## config.mk

```make
export PLATFORM = sky130hd
export DESIGN_NAME = crc16_ccitt_frame_check_flat
export DESIGN_NICKNAME = d
export VERILOG_FILES = /design/src/hdl/crc16cc_pkg.sv /design/src/hdl/crc16cc_if.sv /design/src/hdl/crc16_ccitt_frame_check.sv /design/src/hdl/crc16cc_csr.sv /design/src/hdl/crc16cc_in_stage.sv /design/src/hdl/crc16cc_core.sv /design/src/flat_wrapper.sv
export SDC_FILE = /design/constraint.sdc
export NUM_CORES = 1
export LEC_CHECK = 0
export ABC_AREA = 1
export CORE_MARGIN = 2
export CORE_UTILIZATION = 59
export DETAILED_ROUTE_END_ITERATION = 8
export DONT_BUFFER_PORTS = 1
export PLACE_DENSITY_LB_ADDON = 0.08
export REMOVE_ABC_BUFFERS = 1
export SLEW_MARGIN = 25
export SYNTH_ARGS = -nofsm -noshare
export SYNTH_HDL_FRONTEND = slang
export SYNTH_SLANG_ARGS = --single-unit
```

## constraint.sdc

```tcl
create_clock -name clock -period 3.1 [get_ports clock]
set_clock_uncertainty 0.1 [all_clocks]
set_input_delay 0.31 -clock clock [delete_from_list [all_inputs] [get_ports clock]]
set_output_delay 0.31 -clock clock [all_outputs]
set_load 0.01 [all_outputs]
```

## src/hdl/crc16cc_pkg.sv

```systemverilog
`timescale 1ns / 1ps
// Package for the crc16 frame check: word and register types, reset values,
// register indexes and the one-byte shift-register update.
// No dependencies.

package crc16cc_pkg;

   localparam int unsigned CRC_WIDTH  = 16;
   localparam int unsigned BYTE_WIDTH = 8;
   localparam int unsigned CSR_WIDTH  = 32;
   localparam int unsigned ADDR_WIDTH = 3;

   localparam logic [CRC_WIDTH-1:0] POLY_RESET = 16'h1021;
   localparam logic [CRC_WIDTH-1:0] INIT_RESET = 16'hFFFF;

   // register index as decoded from paddr[2]
   localparam logic REG_POLYNOMIAL = 1'b0;
   localparam logic REG_INIT_VALUE = 1'b1;

   typedef struct packed {
      logic [BYTE_WIDTH-1:0] data_byte;
      logic                  first_byte;
      logic                  last_byte;
   } item_type;

   typedef struct packed {
      logic [CRC_WIDTH-1:0] polynomial;
      logic [CRC_WIDTH-1:0] init_value;
   } cfg_type;

   // eight shift steps, msb of the data first, no augmentation
   function automatic logic [CRC_WIDTH-1:0] crc_shift_byte(
      input logic [CRC_WIDTH-1:0]  crc,
      input logic [CRC_WIDTH-1:0]  poly,
      input logic [BYTE_WIDTH-1:0] data
   );
      logic [CRC_WIDTH-1:0] r;
      logic                 top;
      r = crc;
      for (int k = BYTE_WIDTH - 1; k >= 0; k--) begin
         top = r[CRC_WIDTH-1];
         r   = {r[CRC_WIDTH-2:0], data[k]};
         if (top) begin
            r = r ^ poly;
         end
      end
      return r;
   endfunction

endpackage

```

## src/hdl/crc16cc_if.sv

```systemverilog
`timescale 1ns / 1ps
// Valid/ready channel interfaces for the crc16 frame check: byte words in,
// crc words out. Depends on crc16cc_pkg for the field widths.

interface crc16cc_req_if;
   logic                                valid;
   logic                                ready;
   logic [crc16cc_pkg::BYTE_WIDTH-1:0]  data_byte;
   logic                                first_byte;
   logic                                last_byte;

   modport source (output valid, output data_byte, output first_byte, output last_byte,
                   input ready);
   modport sink (input valid, input data_byte, input first_byte, input last_byte,
                 output ready);
endinterface

interface crc16cc_rsp_if;
   logic                               valid;
   logic                               ready;
   logic [crc16cc_pkg::CRC_WIDTH-1:0]  crc_result;

   modport source (output valid, output crc_result, input ready);
   modport sink (input valid, input crc_result, output ready);
endinterface

```

## src/hdl/crc16_ccitt_frame_check.sv

```systemverilog
`timescale 1ns / 1ps
// Top level of the crc16 frame check. Depends on crc16cc_pkg, the channel
// interfaces in crc16cc_if.sv, crc16cc_csr, crc16cc_in_stage and crc16cc_core.

// Computes a 16-bit crc over byte frames marked by first_byte and last_byte.
// A word with first_byte set is a header: its data is not used and the running
// crc is loaded with init_value. Every other word shifts its byte in msb first
// through the polynomial register (no augmentation). A word with last_byte set
// puts the crc after that word on the result channel; a frame of one header
// word returns init_value. Without a header, bytes continue from whatever the
// crc holds (0xFFFF after reset). Throughput is one byte word per clock while
// no last word waits on a stalled result; the limit is the eight-step xor
// update that feeds the running crc register back. A result passes through
// the input register and then the result register; a stalled result holds
// back only the next last word, other words keep flowing.
// Registers: polynomial at byte address 0 (reset 0x1021), init_value at byte
// address 4 (reset 0xFFFF); write them only while no frame is in flight.

module crc16_ccitt_frame_check (
   input  logic                                clock,
   input  logic                                reset,
   crc16cc_req_if.sink                         req_bus,
   crc16cc_rsp_if.source                       rsp_bus,
   input  logic                                psel,
   input  logic                                penable,
   input  logic                                pwrite,
   input  logic [crc16cc_pkg::ADDR_WIDTH-1:0]  paddr,
   input  logic [crc16cc_pkg::CSR_WIDTH-1:0]   pwdata,
   output logic [crc16cc_pkg::CSR_WIDTH-1:0]   prdata,
   output logic                                pready
);

   crc16cc_pkg::cfg_type  cfg;
   crc16cc_pkg::item_type item;
   logic                  item_valid;
   logic                  advance;

   crc16cc_csr u_csr (
      .clock   (clock),
      .reset   (reset),
      .psel    (psel),
      .penable (penable),
      .pwrite  (pwrite),
      .paddr   (paddr),
      .pwdata  (pwdata),
      .prdata  (prdata),
      .pready  (pready),
      .cfg     (cfg)
   );

   crc16cc_in_stage u_in_stage (
      .clock      (clock),
      .reset      (reset),
      .req_bus    (req_bus),
      .advance    (advance),
      .item_valid (item_valid),
      .item       (item)
   );

   crc16cc_core u_core (
      .clock      (clock),
      .reset      (reset),
      .cfg        (cfg),
      .item_valid (item_valid),
      .item       (item),
      .advance    (advance),
      .rsp_bus    (rsp_bus)
   );

endmodule

```

## src/hdl/crc16cc_csr.sv

```systemverilog
`timescale 1ns / 1ps
// APB-style register file for the crc16 frame check: polynomial and init value.
// Depends on crc16cc_pkg.

module crc16cc_csr (
   input  logic                                clock,
   input  logic                                reset,
   input  logic                                psel,
   input  logic                                penable,
   input  logic                                pwrite,
   input  logic [crc16cc_pkg::ADDR_WIDTH-1:0]  paddr,
   input  logic [crc16cc_pkg::CSR_WIDTH-1:0]   pwdata,
   output logic [crc16cc_pkg::CSR_WIDTH-1:0]   prdata,
   output logic                                pready,
   output crc16cc_pkg::cfg_type                cfg
);

   crc16cc_pkg::cfg_type cfg_ff;
   crc16cc_pkg::cfg_type cfg_in;
   logic                 write_en;
   logic                 reg_sel;

   assign pready   = 1'b1;
   assign write_en = psel && penable && pwrite && pready;
   // registers sit on 4-byte steps, low address bits are ignored
   assign reg_sel  = paddr[2];

   always_comb begin
      cfg_in = cfg_ff;
      if (write_en) begin
         case (reg_sel)
            crc16cc_pkg::REG_POLYNOMIAL: begin
               cfg_in.polynomial = pwdata[crc16cc_pkg::CRC_WIDTH-1:0];
            end
            crc16cc_pkg::REG_INIT_VALUE: begin
               cfg_in.init_value = pwdata[crc16cc_pkg::CRC_WIDTH-1:0];
            end
            default: begin
               cfg_in = cfg_ff;
            end
         endcase
      end
   end

   always_ff @(posedge clock) begin
      if (reset) begin
         cfg_ff.polynomial <= crc16cc_pkg::POLY_RESET;
         cfg_ff.init_value <= crc16cc_pkg::INIT_RESET;
      end else begin
         cfg_ff <= cfg_in;
      end
   end

   always_comb begin
      case (reg_sel)
         crc16cc_pkg::REG_POLYNOMIAL: begin
            prdata = {{(crc16cc_pkg::CSR_WIDTH - crc16cc_pkg::CRC_WIDTH){1'b0}},
                      cfg_ff.polynomial};
         end
         crc16cc_pkg::REG_INIT_VALUE: begin
            prdata = {{(crc16cc_pkg::CSR_WIDTH - crc16cc_pkg::CRC_WIDTH){1'b0}},
                      cfg_ff.init_value};
         end
         default: begin
            prdata = '0;
         end
      endcase
   end

   assign cfg = cfg_ff;

endmodule

```

## src/hdl/crc16cc_in_stage.sv

```systemverilog
`timescale 1ns / 1ps
// Input register of the crc16 frame check: holds one byte word until the
// update stage takes it. Depends on crc16cc_pkg and crc16cc_req_if.

module crc16cc_in_stage (
   input  logic                  clock,
   input  logic                  reset,
   crc16cc_req_if.sink           req_bus,
   input  logic                  advance,
   output logic                  item_valid,
   output crc16cc_pkg::item_type item
);

   logic                 valid_ff;
   logic                 valid_in;
   crc16cc_pkg::item_type item_ff;
   logic                 load;

   // the register frees up in the same cycle its word moves on
   assign req_bus.ready = !valid_ff || advance;
   assign load          = req_bus.valid && req_bus.ready;

   always_comb begin
      valid_in = valid_ff;
      if (load) begin
         valid_in = 1'b1;
      end else if (advance) begin
         valid_in = 1'b0;
      end
   end

   always_ff @(posedge clock) begin
      if (reset) begin
         valid_ff <= 1'b0;
      end else begin
         valid_ff <= valid_in;
      end
   end

   always_ff @(posedge clock) begin
      if (load) begin
         item_ff.data_byte  <= req_bus.data_byte;
         item_ff.first_byte <= req_bus.first_byte;
         item_ff.last_byte  <= req_bus.last_byte;
      end
   end

   assign item_valid = valid_ff;
   assign item       = item_ff;

endmodule

```

## src/hdl/crc16cc_core.sv

```systemverilog
`timescale 1ns / 1ps
// Update stage of the crc16 frame check: running crc register, one-byte
// update and the result register. Depends on crc16cc_pkg and crc16cc_rsp_if.

module crc16cc_core (
   input  logic                  clock,
   input  logic                  reset,
   input  crc16cc_pkg::cfg_type  cfg,
   input  logic                  item_valid,
   input  crc16cc_pkg::item_type item,
   output logic                  advance,
   crc16cc_rsp_if.source         rsp_bus
);

   logic [crc16cc_pkg::CRC_WIDTH-1:0] crc_ff;
   logic [crc16cc_pkg::CRC_WIDTH-1:0] crc_in;
   logic [crc16cc_pkg::CRC_WIDTH-1:0] crc_next;
   logic [crc16cc_pkg::CRC_WIDTH-1:0] result_ff;
   logic                              rsp_valid_ff;
   logic                              rsp_valid_in;
   logic                              out_stalled;
   logic                              take;
   logic                              emit;

   assign out_stalled = rsp_valid_ff && !rsp_bus.ready;
   // only a last byte needs room in the result register
   assign advance     = item_valid && !(item.last_byte && out_stalled);
   assign take        = item_valid && advance;
   assign emit        = take && item.last_byte;

   assign crc_next = item.first_byte ? cfg.init_value
                   : crc16cc_pkg::crc_shift_byte(crc_ff, cfg.polynomial, item.data_byte);

   always_comb begin
      crc_in = crc_ff;
      if (take) begin
         crc_in = crc_next;
      end
   end

   always_comb begin
      rsp_valid_in = rsp_valid_ff;
      if (emit) begin
         rsp_valid_in = 1'b1;
      end else if (rsp_bus.ready) begin
         rsp_valid_in = 1'b0;
      end
   end

   always_ff @(posedge clock) begin
      if (reset) begin
         crc_ff       <= crc16cc_pkg::INIT_RESET;
         rsp_valid_ff <= 1'b0;
      end else begin
         crc_ff       <= crc_in;
         rsp_valid_ff <= rsp_valid_in;
      end
   end

   always_ff @(posedge clock) begin
      if (emit) begin
         result_ff <= crc_next;
      end
   end

   assign rsp_bus.valid      = rsp_valid_ff;
   assign rsp_bus.crc_result = result_ff;

`ifndef SYNTH
   a_reset_crc: assert property (@(posedge clock)
      reset |=> crc_ff == crc16cc_pkg::INIT_RESET)
      else $error("running crc not at init after reset");

   a_header_loads_init: assert property (@(posedge clock) disable iff (reset)
      (take && item.first_byte) |=> crc_ff == $past(cfg.init_value))
      else $error("header word did not load the init value");

   a_no_drop_on_stall: assert property (@(posedge clock) disable iff (reset)
      (item_valid && item.last_byte && out_stalled) |-> !advance)
      else $error("last word moved on while the result register was full");

   a_no_spurious_result: assert property (@(posedge clock) disable iff (reset)
      (!emit && !out_stalled) |=> !rsp_valid_ff)
      else $error("result raised without a last word");

   a_result_matches_crc: assert property (@(posedge clock) disable iff (reset)
      emit |=> (rsp_valid_ff && result_ff == crc_ff))
      else $error("emitted result differs from running crc");
`endif

endmodule
```

## src/flat_wrapper.sv

```systemverilog
// flat-port wrapper written by rule: the top's interface ports become plain ports
module crc16_ccitt_frame_check_flat 
  (clock, reset, psel, penable, pwrite, paddr, pwdata, prdata, pready, req_bus_valid, req_bus_data_byte, req_bus_first_byte, req_bus_last_byte, req_bus_ready, rsp_bus_valid, rsp_bus_crc_result, rsp_bus_ready);
  crc16cc_req_if req_bus_i ();
  crc16cc_rsp_if rsp_bus_i ();
  input  logic clock;
  input  logic reset;
  input  logic psel;
  input  logic penable;
  input  logic pwrite;
  input  logic [crc16cc_pkg::ADDR_WIDTH-1:0] paddr;
  input  logic [crc16cc_pkg::CSR_WIDTH-1:0] pwdata;
  output logic [crc16cc_pkg::CSR_WIDTH-1:0] prdata;
  output logic pready;
  input wire logic [$bits(req_bus_i.valid)-1:0] req_bus_valid;
  input wire logic [$bits(req_bus_i.data_byte)-1:0] req_bus_data_byte;
  input wire logic [$bits(req_bus_i.first_byte)-1:0] req_bus_first_byte;
  input wire logic [$bits(req_bus_i.last_byte)-1:0] req_bus_last_byte;
  output wire logic [$bits(req_bus_i.ready)-1:0] req_bus_ready;
  output wire logic [$bits(rsp_bus_i.valid)-1:0] rsp_bus_valid;
  output wire logic [$bits(rsp_bus_i.crc_result)-1:0] rsp_bus_crc_result;
  input wire logic [$bits(rsp_bus_i.ready)-1:0] rsp_bus_ready;
  assign req_bus_i.valid = req_bus_valid;
  assign req_bus_i.data_byte = req_bus_data_byte;
  assign req_bus_i.first_byte = req_bus_first_byte;
  assign req_bus_i.last_byte = req_bus_last_byte;
  assign req_bus_ready = req_bus_i.ready;
  assign rsp_bus_valid = rsp_bus_i.valid;
  assign rsp_bus_crc_result = rsp_bus_i.crc_result;
  assign rsp_bus_i.ready = rsp_bus_ready;
  crc16_ccitt_frame_check u_core (.clock(clock), .reset(reset), .req_bus(req_bus_i), .rsp_bus(rsp_bus_i), .psel(psel), .penable(penable), .pwrite(pwrite), .paddr(paddr), .pwdata(pwdata), .prdata(prdata), .pready(pready));
endmodule
```

### After elaboration in Yosys (flattened, before gate mapping)

Index checks and enable logic that the tools add are counted.

| word-level totals | value |
|---|---|
| bits in registers | 76 |
| input port bits | 52 |
| logic and storage cells | 48 |

| operators by class | value |
|---|---|
| muxes and demuxes | 14 |
| bitwise logic cells | 9 |
| reduce and logical (&&, ||, !) cells | 16 |

Operator list:

| cell | count |
|---|---|
| $mux W16 | 9 |
| $xor A16 B16 Y16 | 8 |
| $pmux W32 S2 | 1 |
| $logic_and A1 B1 Y1 | 8 |
| $mux W1 | 4 |
| $reduce_and A2 Y1 | 2 |
| $reduce_bool A2 Y1 | 2 |
| $logic_not A1 Y1 | 3 |
| $logic_or A1 B1 Y1 | 1 |
| $not A1 Y1 | 1 |

### Longest topological paths before layout

Gate-level depths: netlist of the first run.

| logic depth | value |
|---|---|
| word-level depth | 17 |
| depth in mapped cells | 30 |
| mapped depth without buffers | 27 |

### Cells and area by module

Synthesis of the first run repeated with hierarchy kept, for this count alone.

| second synthesis, totals | value |
|---|---|
| cells, all modules | 932 |
| area total of the unflattened synthesis | 5,875.6 sq um |

By module, submodules not included:

| module | times used | cells each | area each (sq um) | seq. area each (sq um) |
|---|---|---|---|---|
| crc16cc_core | 1 | 673 | 3,921.3 | 820.8 |
| crc16cc_csr | 1 | 243 | 1,606.5 | 640.6 |
| crc16cc_in_stage | 1 | 16 | 347.8 | 320.3 |

### Least setup slack after synthesis of the first run

No wires, ideal clock.

| path | value |
|---|---|
| path type | register -> register |
| from | reg u_core.u_core.crc_ff[15] (netlist bit) |
| to | reg u_core.u_core.result_ff, in the netlist u_core.u_core.rsp_bus.crc_result[2] (data pin) |
| library setup time | 255 ps |
| arrival time | 2,548 ps |
| data required time | 2,745 ps |
| path slack | 197 ps |
| cell stages (with the launch flop) | 24 |
| path through | dfxtp_1 > buf_4 > nand3_1 > nand2_2 > buf_6 > nand3_2 > nand2_2 > buf_6 > nand2_2 > xor2_2 > xor2_1 > nand2_2 > nand2_2 > buf_6 > nand3_4 > nand2_4 > nor2_2 > nand2_2 > nand2_4 > buf_4 > nand2_1 > nand2_1 > nand3_1 > and2_1 |

| on the way | value |
|---|---|
| cells in the longest elaborated chain, start to end | 15 |
| elaborated cells between the ends (all ways) | 16 |
| classes of those cells | mux: 9; bitwise: 7 |

RTL lines:

| what | RTL line | RTL |
|---|---|---|
| start: declaration | crc16cc_core.sv:15 | `logic [crc16cc_pkg::CRC_WIDTH-1:0] crc_ff;` |
| start signal: assignment | crc16cc_core.sv:52 | `crc_ff <= crc16cc_pkg::INIT_RESET;` |
| start signal: assignment | crc16cc_core.sv:55 | `crc_ff <= crc_in;` |
| $mux W16 (*) | crc16cc_pkg.sv:43 | `if (top) begin` |
| $xor A16 B16 Y16 | crc16cc_pkg.sv:44 | `r = r ^ poly;` |
| $mux W16 (*) | crc16cc_pkg.sv:43 |  |
| $xor A16 B16 Y16 | crc16cc_pkg.sv:44 |  |
| $mux W16 (*) | crc16cc_pkg.sv:43 |  |
| $xor A16 B16 Y16 | crc16cc_pkg.sv:44 |  |
| $mux W16 (*) | crc16cc_pkg.sv:43 |  |
| $xor A16 B16 Y16 | crc16cc_pkg.sv:44 |  |
| $mux W16 (*) (2 in series) | crc16cc_pkg.sv:43 |  |
| $xor A16 B16 Y16 / $mux W16 (equally long branches) | crc16cc_pkg.sv:44, crc16cc_pkg.sv:43 |  |
| $mux W16 (*) | crc16cc_pkg.sv:43 |  |
| $xor A16 B16 Y16 / $mux W16 (equally long branches) | crc16cc_pkg.sv:44, crc16cc_pkg.sv:43 |  |
| $mux W16 (*) | crc16cc_pkg.sv:43 |  |
| $mux W16 (*) | crc16cc_core.sv:31 | `assign crc_next = item.first_byte ? cfg.init_value` |
| net u_core.u_core.crc_next (one bit) | crc16cc_core.sv:17 | `logic [crc16cc_pkg::CRC_WIDTH-1:0] crc_next;` |
| end signal: assignment | crc16cc_core.sv:62 | `result_ff <= crc_next;` |
| end: declaration | crc16cc_core.sv:18 | `logic [crc16cc_pkg::CRC_WIDTH-1:0] result_ff;` |

The timed path passes the listed nets; every way through them passes the cells marked *.
A chain may end at the register's enable or synchronous reset.

### Worst setup path after layout of the first run

| path | value |
|---|---|
| from | reg u_core.u_core.crc_ff[15] (netlist bit) |
| to | reg u_core.u_core.result_ff, in the netlist u_core.u_core.rsp_bus.crc_result[10] (data pin) |

| on the way | value |
|---|---|
| cells in the longest elaborated chain, start to end | 16 |

RTL lines:

| what | RTL line |
|---|---|
| $mux W16 (*) | crc16cc_pkg.sv:43 |
| $xor A16 B16 Y16 | crc16cc_pkg.sv:44 |
| $mux W16 (*) | crc16cc_pkg.sv:43 |
| $xor A16 B16 Y16 | crc16cc_pkg.sv:44 |
| $mux W16 (*) | crc16cc_pkg.sv:43 |
| $xor A16 B16 Y16 | crc16cc_pkg.sv:44 |
| $mux W16 (*) | crc16cc_pkg.sv:43 |
| $xor A16 B16 Y16 | crc16cc_pkg.sv:44 |
| $mux W16 (*) | crc16cc_pkg.sv:43 |
| $xor A16 B16 Y16 | crc16cc_pkg.sv:44 |
| $mux W16 (*) | crc16cc_pkg.sv:43 |
| $xor A16 B16 Y16 | crc16cc_pkg.sv:44 |
| $mux W16 (*) | crc16cc_pkg.sv:43 |
| $xor A16 B16 Y16 | crc16cc_pkg.sv:44 |
| $mux W16 (*) | crc16cc_pkg.sv:43 |
| $mux W16 (*) | crc16cc_core.sv:31 |
| net u_core.u_core.crc_next (one bit) | crc16cc_core.sv:17 |

Marked as above.

==> impl_metrics.tcl, run 1 <==
set metrics [dict create \
    io_buffer_count 0 \
    arrival_ns 3.25 \
    yosysSeqAreaShare 0.318 \
    hold_depth 2 \
    die_x_um 101 \
    synthCells 854 \
    area_delta_synth_final_pct 28.0 \
    worst_pin_slew_ns 1.14 \
    place.gp.congestion 0.909 \
    coreArea_mm2 0.00924 \
    num_io_pins 103 \
    cts-root-buf "clkbuf_8" \
    slew-limit-headroom 0.237 \
    setup_viol 18 \
    run_status "finished with violations" \
    clk_latency_ns 0.36 \
    start_util 0.605 \
    vias 5748 \
    drc 0 \
    clk_pin_slew_ns 0.09 \
    setup_ws_ns -0.140 \
    p_leak_nw 3.20 \
    drv_cap 0 \
    crit_type "register to register" \
    fp-row-count 35 \
    grt_start_max_net_pins 32 \
    synth_area_mm2 0.00559 \
    dpl.cell_count 977 \
    dieArea_mm2 0.0103 \
    first_pass_iters 5 \
    clock_sinks 76 \
    viasPerCell 5.56 \
    drtIter0Drc 291 \
    min_to "u_core.u_csr.cfg[10]" \
    ys_types 31 \
    nNetsFinal 951 \
    hold_class "input pin to register" \
    min_period_ns 3.24 \
    worstPathRequired_ns 3.11 \
    cts_buffer_depth 2 \
    failed_checks "setup timing" \
    power_density_mw_per_mm2 519 \
    cts_max_level 3 \
    wire_per_inst_um 16.4 \
    slew_viol_final 0 \
    grt_antenna_before_repair 0 \
    fin_area_mm2 0.00716 \
    grt_first_pass_wirelength_um 25100 \
    period_share 1.05 \
    max-vdd-ir-drop_mv 0.306 \
    numCtsBuffers 9 \
    cts_tree "yes" \
    cp-start-kind "register" \
    stdcell_count 1033 \
    cp_max_fo 8 \
    detailed_place_hpwl_um 10400 \
    layout-drive-gt1-share 0.257 \
    die_h_um 101 \
    first_global_vias 5201 \
    postRouteAntennaNets 0 \
    worstHoldStart "pwdata[10]" \
    rsz0062_at_grt "yes" \
    globalRouteTotalUtil 0.314 \
    antennaDiodeCount 0 \
    detail_route.wirelength_um 17000 \
    end_kind "register" \
    dpl_cell_area_mm2 0.00578 \
    yosysWarnings 0 \
    fmax_mhz 309 \
    avgSynthCellArea_um2 6.55 \
    r2r_end "u_core.u_core.rsp_bus.crc_result[10]" \
    r2r_slack_ns -0.14 \
    overflow 0 \
    hold_violations 0 \
    worst_r2r_path_depth 22 \
    ys_ff_latch 76 \
    reg2reg_from "u_core.u_core.crc_ff[15]" \
    num-fill-cells 672 \
]
[repair_timing]
action,4_1_cts,5_1_grt
hold endpoints to repair,47,0
resized for setup,37,154
endpoints found under the setup margin,32,32
pin swaps,17,63
hold buffers,26,0
cloned,3,0
buffers inserted,6,7
[flip-flops by register name (all words and copies together) (netlist names)]
name                              cells
u_core.u_core.crc_ff                 16
u_core.u_in_stage.item_valid          1
u_core.u_core.rsp_bus.valid           1
u_core.u_in_stage.item               10
u_core.u_csr.cfg                     32
u_core.u_core.rsp_bus.crc_result     16
[worst max-delay path, cell delays in order (launching register included)]
cell and delay (ns):
dfxtp_4 0.43, nand2_1 0.06, nand2_1 0.08, nand2_2 0.09, inv_1 0.08, nand3_2 0.08
nand2_4 0.13, nand2_1 0.09, nand2_2 0.09, nand2_4 0.09, buf_6 0.15, nand2_4 0.08
xor2_4 0.19, xor2_1 0.17, nand2_1 0.11, nand2_2 0.14, inv_2 0.08, nand2_8 0.13
buf_12 0.12, nand2_8 0.10, nand3_2 0.08, nand3_1 0.10, and2_1 0.23
[worst max-delay path by stage]
stage / start / to
2_1_floorplan: u_core.u_csr.cfg[31] / u_core.u_core.rsp_bus.crc_result[3]
3_3_place_gp: u_core.u_core.crc_ff[15] / u_core.u_core.rsp_bus.crc_result[7]
3_5_place_dp: u_core.u_core.crc_ff[15] / u_core.u_core.rsp_bus.crc_result[7]
4_1_cts: u_core.u_core.crc_ff[15] / u_core.u_core.rsp_bus.crc_result[11]
5_1_grt: u_core.u_core.crc_ff[15] / u_core.u_core.rsp_bus.crc_result[1]
6_report: u_core.u_core.crc_ff[15] / u_core.u_core.rsp_bus.crc_result[10]
[layer usage]
metal	share of wire	vias up	track usage
li1	-	2763	-
met2	0.52	245	0.560
met4	0.046	0	0.165
met5	0	-	0
met1	0.38	2678	0.365
met3	0.056	62	0.0455
[power breakdown]
part	switching (mW)	internal, mW	total, mW
logic	1.03	0.674	1.71
registers	0.0507	1.10	1.15
clock network	0.409	0.450	0.859
total	1.49	2.22	3.72
[final cells by class]
cell class	count	area [um2]	area share
repair buffers	83	795	0.111
inverters	81	309	0.0431
flip-flops and latches	76	1790	0.250
well taps	129	161	0.0225
clock inverters	5	63.8	0.00891
multi-input cells	648	3880	0.542
clock buffers	11	163	0.0227
[cells in the final DEF, fill, tap and decap left out, types with 2 or more instances in the layout]
cell	n
nand2_1	228
nand3_1	93
inv_1	72
nand2_2	48
dfxtp_1	47
buf_4	42
o21ai_0	41
xnor2_1	38
a21oi_1	38
nand3_2	35
edfxtp_1	26
dlygate4sd3_1	25
xor2_1	18
nand2_4	17
conb_1	17
nor2_1	15
clkbuf_8	10
and2_4	9
or2_2	8
nand2_8	7
buf_6	7
nand3_4	6
inv_2	5
buf_12	5
nor2_4	4
xor2_2	3
o21bai_1	3
and2_1	3
buf_8	3
clkinv_1	2
nor2_2	2
inv_4	2
xor2_4	2
xnor2_2	2
o21ai_2	2
a21boi_1	2
inv_6	2
dfxtp_2	2
[logic make-up (layout without fill, tap and decap cells)]
| kind of cell | Yosys count | in the layout | synth area share |
|---|---|---|---|
| AO/OA/AOI/OAI | 89 | 89 | 0.0828 |
| XOR/XNOR | 64 | 64 | 0.102 |
| buffers and inverters | 148 | 180 | 0.123 |
| flip-flops | 76 | 76 | 0.318 |
| other | 2 | 17 | 0.00134 |
| AND/OR/NAND/NOR | 475 | 478 | 0.373 |
[Yosys cell counts, drive strengths merged]
cell type	count	share of area
a21boi	3	0.0040
a21o	1	0.0013
a21oi	38	0.034
and2	12	0.013
buf	39	0.049
clkbuf	28	0.019
clkinv	2	0.0013
conb	2	0.0013
dfxtp	50	0.18
edfxtp	26	0.14
inv	79	0.053
nand2	297	0.21
nand2b	1	0.0011
nand3	134	0.12
nand4	1	0.0011
nor2	21	0.015
o21ai	44	0.039
o21bai	3	0.0040
or2	9	0.010
xnor2	41	0.064
xor2	23	0.037
[metrics by stage]
step	hold slack, ns	setup WS, ns	power, mW	setup TNS, ns	utilization
2_1_floorplan	0.279	-0.926	2.01	-26.44	-
3_3_place_gp	0.284	-0.194	2.31	-2.81	0.625
3_5_place_dp	0.284	-0.309	2.34	-6.41	0.625
4_1_cts	0.00232	0.00192	3.36	0	0.705
5_1_grt	0.00577	-0.294	3.89	-6.03	0.775
6_report	0.00603	-0.140	3.72	-1.30	0.775
No activity file was read; power rests on OpenSTA's default activity.
==> inputs of run 2 (changes only) <==
- ABC_AREA: 1 -> default
- clock period: 3.1 -> 2.7 ns (I/O delays scaled with it)
==> impl_metrics.tcl, run 2 <==
set metrics [dict create \
    run_status "finished with violations" \
    failed_checks "setup timing" \
    drv_cap 0 \
    hold_slack_ns 0.0214 \
    vias 6244 \
    clock_sinks 76 \
    async_flop_share 0 \
    final_cell_mix "nand2_1, buf_4, xnor2_1, a21oi_1, dfxtp_1" \
    critPathLaunch "u_core.u_csr.cfg[31]" \
    start_util 0.610 \
    detail_route.wirelength_um 20500 \
    cp-start-kind "register" \
    yosysWarnings 0 \
    viasPerCell 6.16 \
    period_share 1.46 \
    fmax_mhz 254 \
    io_buffer_count 0 \
    fp-row-count 36 \
    die_h_um 105 \
    hold_violations 0 \
    worst_pin_slew_ns 0.796 \
    worstHoldStart "reset" \
    worstPathRequired_ns 2.85 \
    p_total_mw 3.64 \
    place_ws_ns -1.42 \
    ys_ff_latch 76 \
    p_leak_nw 3.02 \
    yosysSeqAreaShare 0.299 \
    multi_input_area_mm2 0.00433 \
    numCtsBuffers 9 \
    gr-max-usage-layer "met2" \
    drc 0 \
    first_global_vias 5731 \
    cts_buffer_depth 2 \
    synth_area_leaders "dfxtp_1, edfxtp_1, nand2_1, xnor2_1, a21oi_1" \
    end_kind "register" \
    drtIter0Drc 796 \
    crit_type "register to register" \
    coreArea_mm2 0.00977 \
    ys_types 70 \
    reg2reg_from "u_core.u_csr.cfg[31]" \
    die_x_um 105 \
    num_io_pins 103 \
    slew-limit-headroom 0.469 \
    grt_start_max_net_pins 43 \
    layout-drive-gt1-share 0.278 \
    rsz0062_at_grt "yes" \
    clk_pin_slew_ns 0.08 \
    final_util 0.802 \
    setup_viol 32 \
    largest_reg_flops 32 \
    detailed_place_hpwl_um 13200 \
    synthFlopType "dfxtp_1" \
    cts_max_level 3 \
    dieArea_mm2 0.0109 \
    place.gp.congestion 0.941 \
    min_period_ns 3.94 \
    yosysMostFrequentCell "nand2_1" \
    avgSynthCellArea_um2 7.62 \
    cts-root-buf "clkbuf_8" \
    power_density_mw_per_mm2 465 \
    arrival_ns 4.09 \
    area_delta_synth_final_pct 31.4 \
    regArea_mm2 0.00180 \
    overflow 0 \
    cts_tree "yes" \
    max-vdd-ir-drop_mv 0.403 \
    first_pass_iters 8 \
    slew_viol_final 0 \
    synthCells 783 \
    use_met1 0.505 \
    synth_area_mm2 0.00597 \
    clk_latency_ns 0.36 \
    hold_class "input pin to register" \
    synth_edf_count 26 \
    setup_ws_ns -1.24 \
    postRouteAntennaNets 0 \
    groute.layer.met3.usage 0.0979 \
    yosys.area.top_type "dfxtp_1" \
    cp_max_fo 9 \
    grtUsageMet2 0.552 \
    wire_per_inst_um 20.3 \
    num-fill-cells 652 \
    final_common_cell "nand2_1" \
    globalRouteTotalUtil 0.363 \
    nNetsFinal 926 \
    yosys.area.top_type_share 0.168 \
    grt_antenna_before_repair 0 \
    grt_first_pass_wirelength_um 31100 \
    ys_top_cells_by_count "nand2_1, xnor2_1, a21oi_1, clkbuf_1, dfxtp_1" \
]
[run 2: path summary, 6_finish.rpt]
path | to | slack (ns) | depth (start not counted)
worst max-delay path | u_core.u_core.crc_ff[3] | -1.24 | 20
worst min-delay path | u_core.u_core.crc_ff[7] | 0.02 | 2
worst max register to register | u_core.u_core.crc_ff[3] | -1.24 | 20
worst min register to register | u_core.u_csr.cfg[1] | 0.41 | 2
[run 2: area by class of cell]
type,count,share of cell area
Clock buffer,11,0.0195
Inverter,6,0.00287
Timing Repair Buffer,150,0.171
Tap cell,133,0.0212
Antenna cell,1,0.000319
Sequential cell,76,0.229
Multi-Input combinational cell,631,0.552
Clock inverter,5,0.00399
[run 2: per-layer routing]
layer	routed length, um	share of wire
met2	9210	0.45
met5	0	0
met1	8220	0.40
met4	430	0.021
met3	2670	0.13
[run 2: what timing repair did]
item	CTS	global route
pin swaps	26	47
setup buffers	10	7
gates cloned	3	2
gates resized for setup	51	63
endpoints found under the setup margin	32	32
hold buffers	29	0
endpoints found under the hold margin	52	0
[run 2: stage by stage]
step,setup TNS [ns],instance area [um2],instances
2_1_floorplan,-82.63,5610,710
3_3_place_gp,-41.83,6590,946
3_5_place_dp,-43.73,6590,946
4_1_cts,-34.43,7350,1004
5_1_grt,-40.95,7840,1012
6_report,-37.42,7840,1013
[run 2: critical path, stage by stage, from the launching register on]
cell,delay (ns)
dfxtp_4,0.39
clkbuf_16,0.18
buf_4,0.13
buf_4,0.12
inv_1,0.09
buf_4,0.16
a21oi_1,0.13
o2bb2ai_1,0.09
a32oi_1,0.17
buf_4,0.15
xor2_1,0.26
and3_4,0.23
a211oi_1,0.05
or4b_4,0.56
o31ai_2,0.08
buf_4,0.19
buf_6,0.13
o21ai_2,0.07
xnor2_2,0.13
mux2_4,0.27
a21bo_1,0.16
[run 2: logic make-up after synthesis]
kind of cell,share of synthesized area
AND/OR/NAND/NOR,0.235
AO/OA/AOI/OAI,0.213
XOR/XNOR,0.149
buffers and inverters,0.0734
flip-flops,0.299
multiplexers,0.0300
other,0.00126
[run 2: report_power, final]
part,total [mW],switching (mW),internal [mW]
Sequential,1.31,0.0673,1.24
Clock,0.851,0.459,0.392
Combinational,1.48,0.808,0.671
==> inputs of run 3 (changes only) <==
--- a/config.mk
+++ b/config.mk
@@ -8,3 +8,4 @@
 export CORE_MARGIN = 2
-export CORE_UTILIZATION = 59
+export CORE_UTILIZATION = 60
+export CTS_BUF_LIST = sky130_fd_sc_hd__clkbuf_4 sky130_fd_sc_hd__clkbuf_8
 export DETAILED_ROUTE_END_ITERATION = 8
--- a/constraint.sdc
+++ b/constraint.sdc
@@ -4,2 +4,2 @@
 set_output_delay 0.27 -clock clock [all_outputs]
-set_load 0.01 [all_outputs]
+set_load 0.005 [all_outputs]
==> impl_metrics.tcl, run 3 (same netlist as run 2, synthesis figures left out) <==
set metrics [dict create \
    clk_pin_slew_ns 0.09 \
    nNetsFinal 928 \
    grtUsageMet2 0.564 \
    first_pass_iters 5 \
    power_density_mw_per_mm2 469 \
    failed_checks "setup timing" \
    gr-max-usage-layer "met2" \
    cts_tree "yes" \
    grt_start_max_net_pins 39 \
    hold_slack_ns 0.0161 \
    layout-drive-gt1-share 0.246 \
    dpl_cell_area_mm2 0.00663 \
    worst_pin_slew_ns 1.08 \
    die_h_um 104 \
    drv_cap 0 \
    hold_class "input pin to register" \
    final_util 0.770 \
    numCtsBuffers 9 \
    crit_type "register to register" \
    use_met1 0.516 \
    dpl.cell_count 953 \
    overflow 0 \
    grt_antenna_before_repair 0 \
    cpMostUsedCell "buf_4" \
    slew_viol_final 0 \
    cpMaxStageDelayCell "or4b_4" \
    worstPathRequired_ns 2.85 \
    cts-root-buf "clkbuf_8" \
    antennaDiodeCount 0 \
    first_global_vias 5822 \
    globalRouteTotalUtil 0.365 \
    crit_chain "buf_4 > nor4bb_2 > o21a_1 > buf_4 > o21a_1 > nor2_2 > o2111ai_2 > xor2_2 > nand2_1 > or4b_4 > o31ai_2 > buf_4 > buf_6 > o21ai_2 > xnor2_1 > mux2_4 > a21bo_1" \
    arrival_ns 4.03 \
    place.gp.congestion 0.913 \
    drc 0 \
    final_common_cell "nand2_1" \
    p_leak_nw 2.95 \
    setup_viol 32 \
    groute.layer.met3.usage 0.0761 \
    slew-limit-headroom 0.282 \
    period_share 1.44 \
    cp_max_fo 5 \
    critPathBufInv 4 \
    cts_buffer_depth 2 \
    cp-start-kind "register" \
    reg2reg_from "u_core.u_core.crc_ff[14]" \
    stdcell_count 1014 \
    wire_per_inst_um 19.7 \
    postRouteAntennaNets 0 \
    cp_slowest_stage_delay_ns 0.53 \
    dieArea_mm2 0.0108 \
    drtIter0Drc 611 \
    setup_ws_ns -1.18 \
    area_delta_synth_final_pct 25.6 \
    clock_sinks 76 \
    coreArea_mm2 0.00973 \
    num_io_pins 103 \
    worstHoldStart "reset" \
    min_period_ns 3.88 \
    run_status "finished with violations" \
    detailed_place_hpwl_um 13300 \
    grt_first_pass_wirelength_um 31200 \
    fp-row-count 36 \
    cts_max_level 3 \
    end_kind "register" \
    largest_reg_flops 32 \
    vias 6221 \
    critical-path-top-delay-family "compound AO/OA/AOI/OAI gates" \
    start_util 0.613 \
    detail_route.wirelength_um 20000 \
    clk_latency_ns 0.36 \
    rsz0062_at_grt "yes" \
    viasPerCell 6.14 \
    hold_violations 0 \
    die_x_um 104 \
    fmax_mhz 258 \
    io_buffer_count 0 \
    max-vdd-ir-drop_mv 0.419 \
    fin_area_mm2 0.00749 \
    critPathLaunch "u_core.u_core.crc_ff[14]" \
    final_cell_mix "nand2_1, buf_4, xnor2_1, a21oi_1, dfxtp_1" \
]
## run 3: cell count changes in the layout (fill, tap and decap cells not counted), sizes merged
cell,change
buf,+5
clkbuf,-4
clkinvlp,+1
inv,+1
diode,-1
dlygate4sd3,-1
## run 3: per-layer routing
metal | part of all wire | routed length, um | up-vias
met2 | 0.45 | 8980 | 368
met4 | 0.027 | 535 | 0
met5 | 0 | 0 | -
li1 | - | - | 2879
met1 | 0.40 | 8050 | 2924
met3 | 0.12 | 2420 | 50
## run 3: where the power goes
part	switching [mW]	total [mW]	internal, mW
Sequential	0.0552	1.30	1.24
Clock	0.495	0.844	0.349
Combinational	0.745	1.37	0.627
Total	1.30	3.51	2.22
## run 3: worst register-to-register path, delay by kind of cell, from the launching register on
kind                      cells  cell delay (ns)
xor gates and xnor gates      2             0.40
muxes                         1             0.26
buffers and inverters         4             0.60
and+or+nand+nor               4             1.03
DFF                           1             0.34
AOI/OAI and AO/OA             6             1.05
## run 3: path summary, 6_finish.rpt
kind	end	slack, ns	cells after the start
setup / recovery	u_core.u_core.crc_ff[6]	-1.18	17
hold / removal	u_core.u_core.crc_ff[15]	0.02	2
hold reg to reg	u_core.u_csr.cfg[4]	0.41	2
setup reg to reg	u_core.u_core.crc_ff[6]	-1.18	17
## run 3: what timing repair did
| action | CTS | global route |
|---|---|---|
| resized for setup | 47 | 25 |
| pin swaps | 26 | 8 |
| hold endpoints to repair | 48 | 0 |
| cloned | 5 | 0 |
| endpoints found under the setup margin | 32 | 32 |
| buffers inserted | 11 | 2 |
| hold buffers | 28 | 0 |
## run 3: per-stage QoR
step	power [mW]	setup slack (ns)	setup TNS, ns
floorplan	2.03	-2.69	-82.63
finish	3.51	-1.18	-34.64
CTS	3.42	-1.08	-32.90
global route	3.67	-1.33	-39.65
global placement	2.44	-1.21	-36.22
detailed placement	2.47	-1.30	-39.45
## run 3: layout make-up
cell class              instances  area, um2
clock buffers                   9        124
flip-flops and latches         76       1800
fillers                       705       2240
multi-input cells             631       4050
well taps                     133        166
inverters                       6       22.5
repair buffers                152       1280
clock inverters                 7       56.3
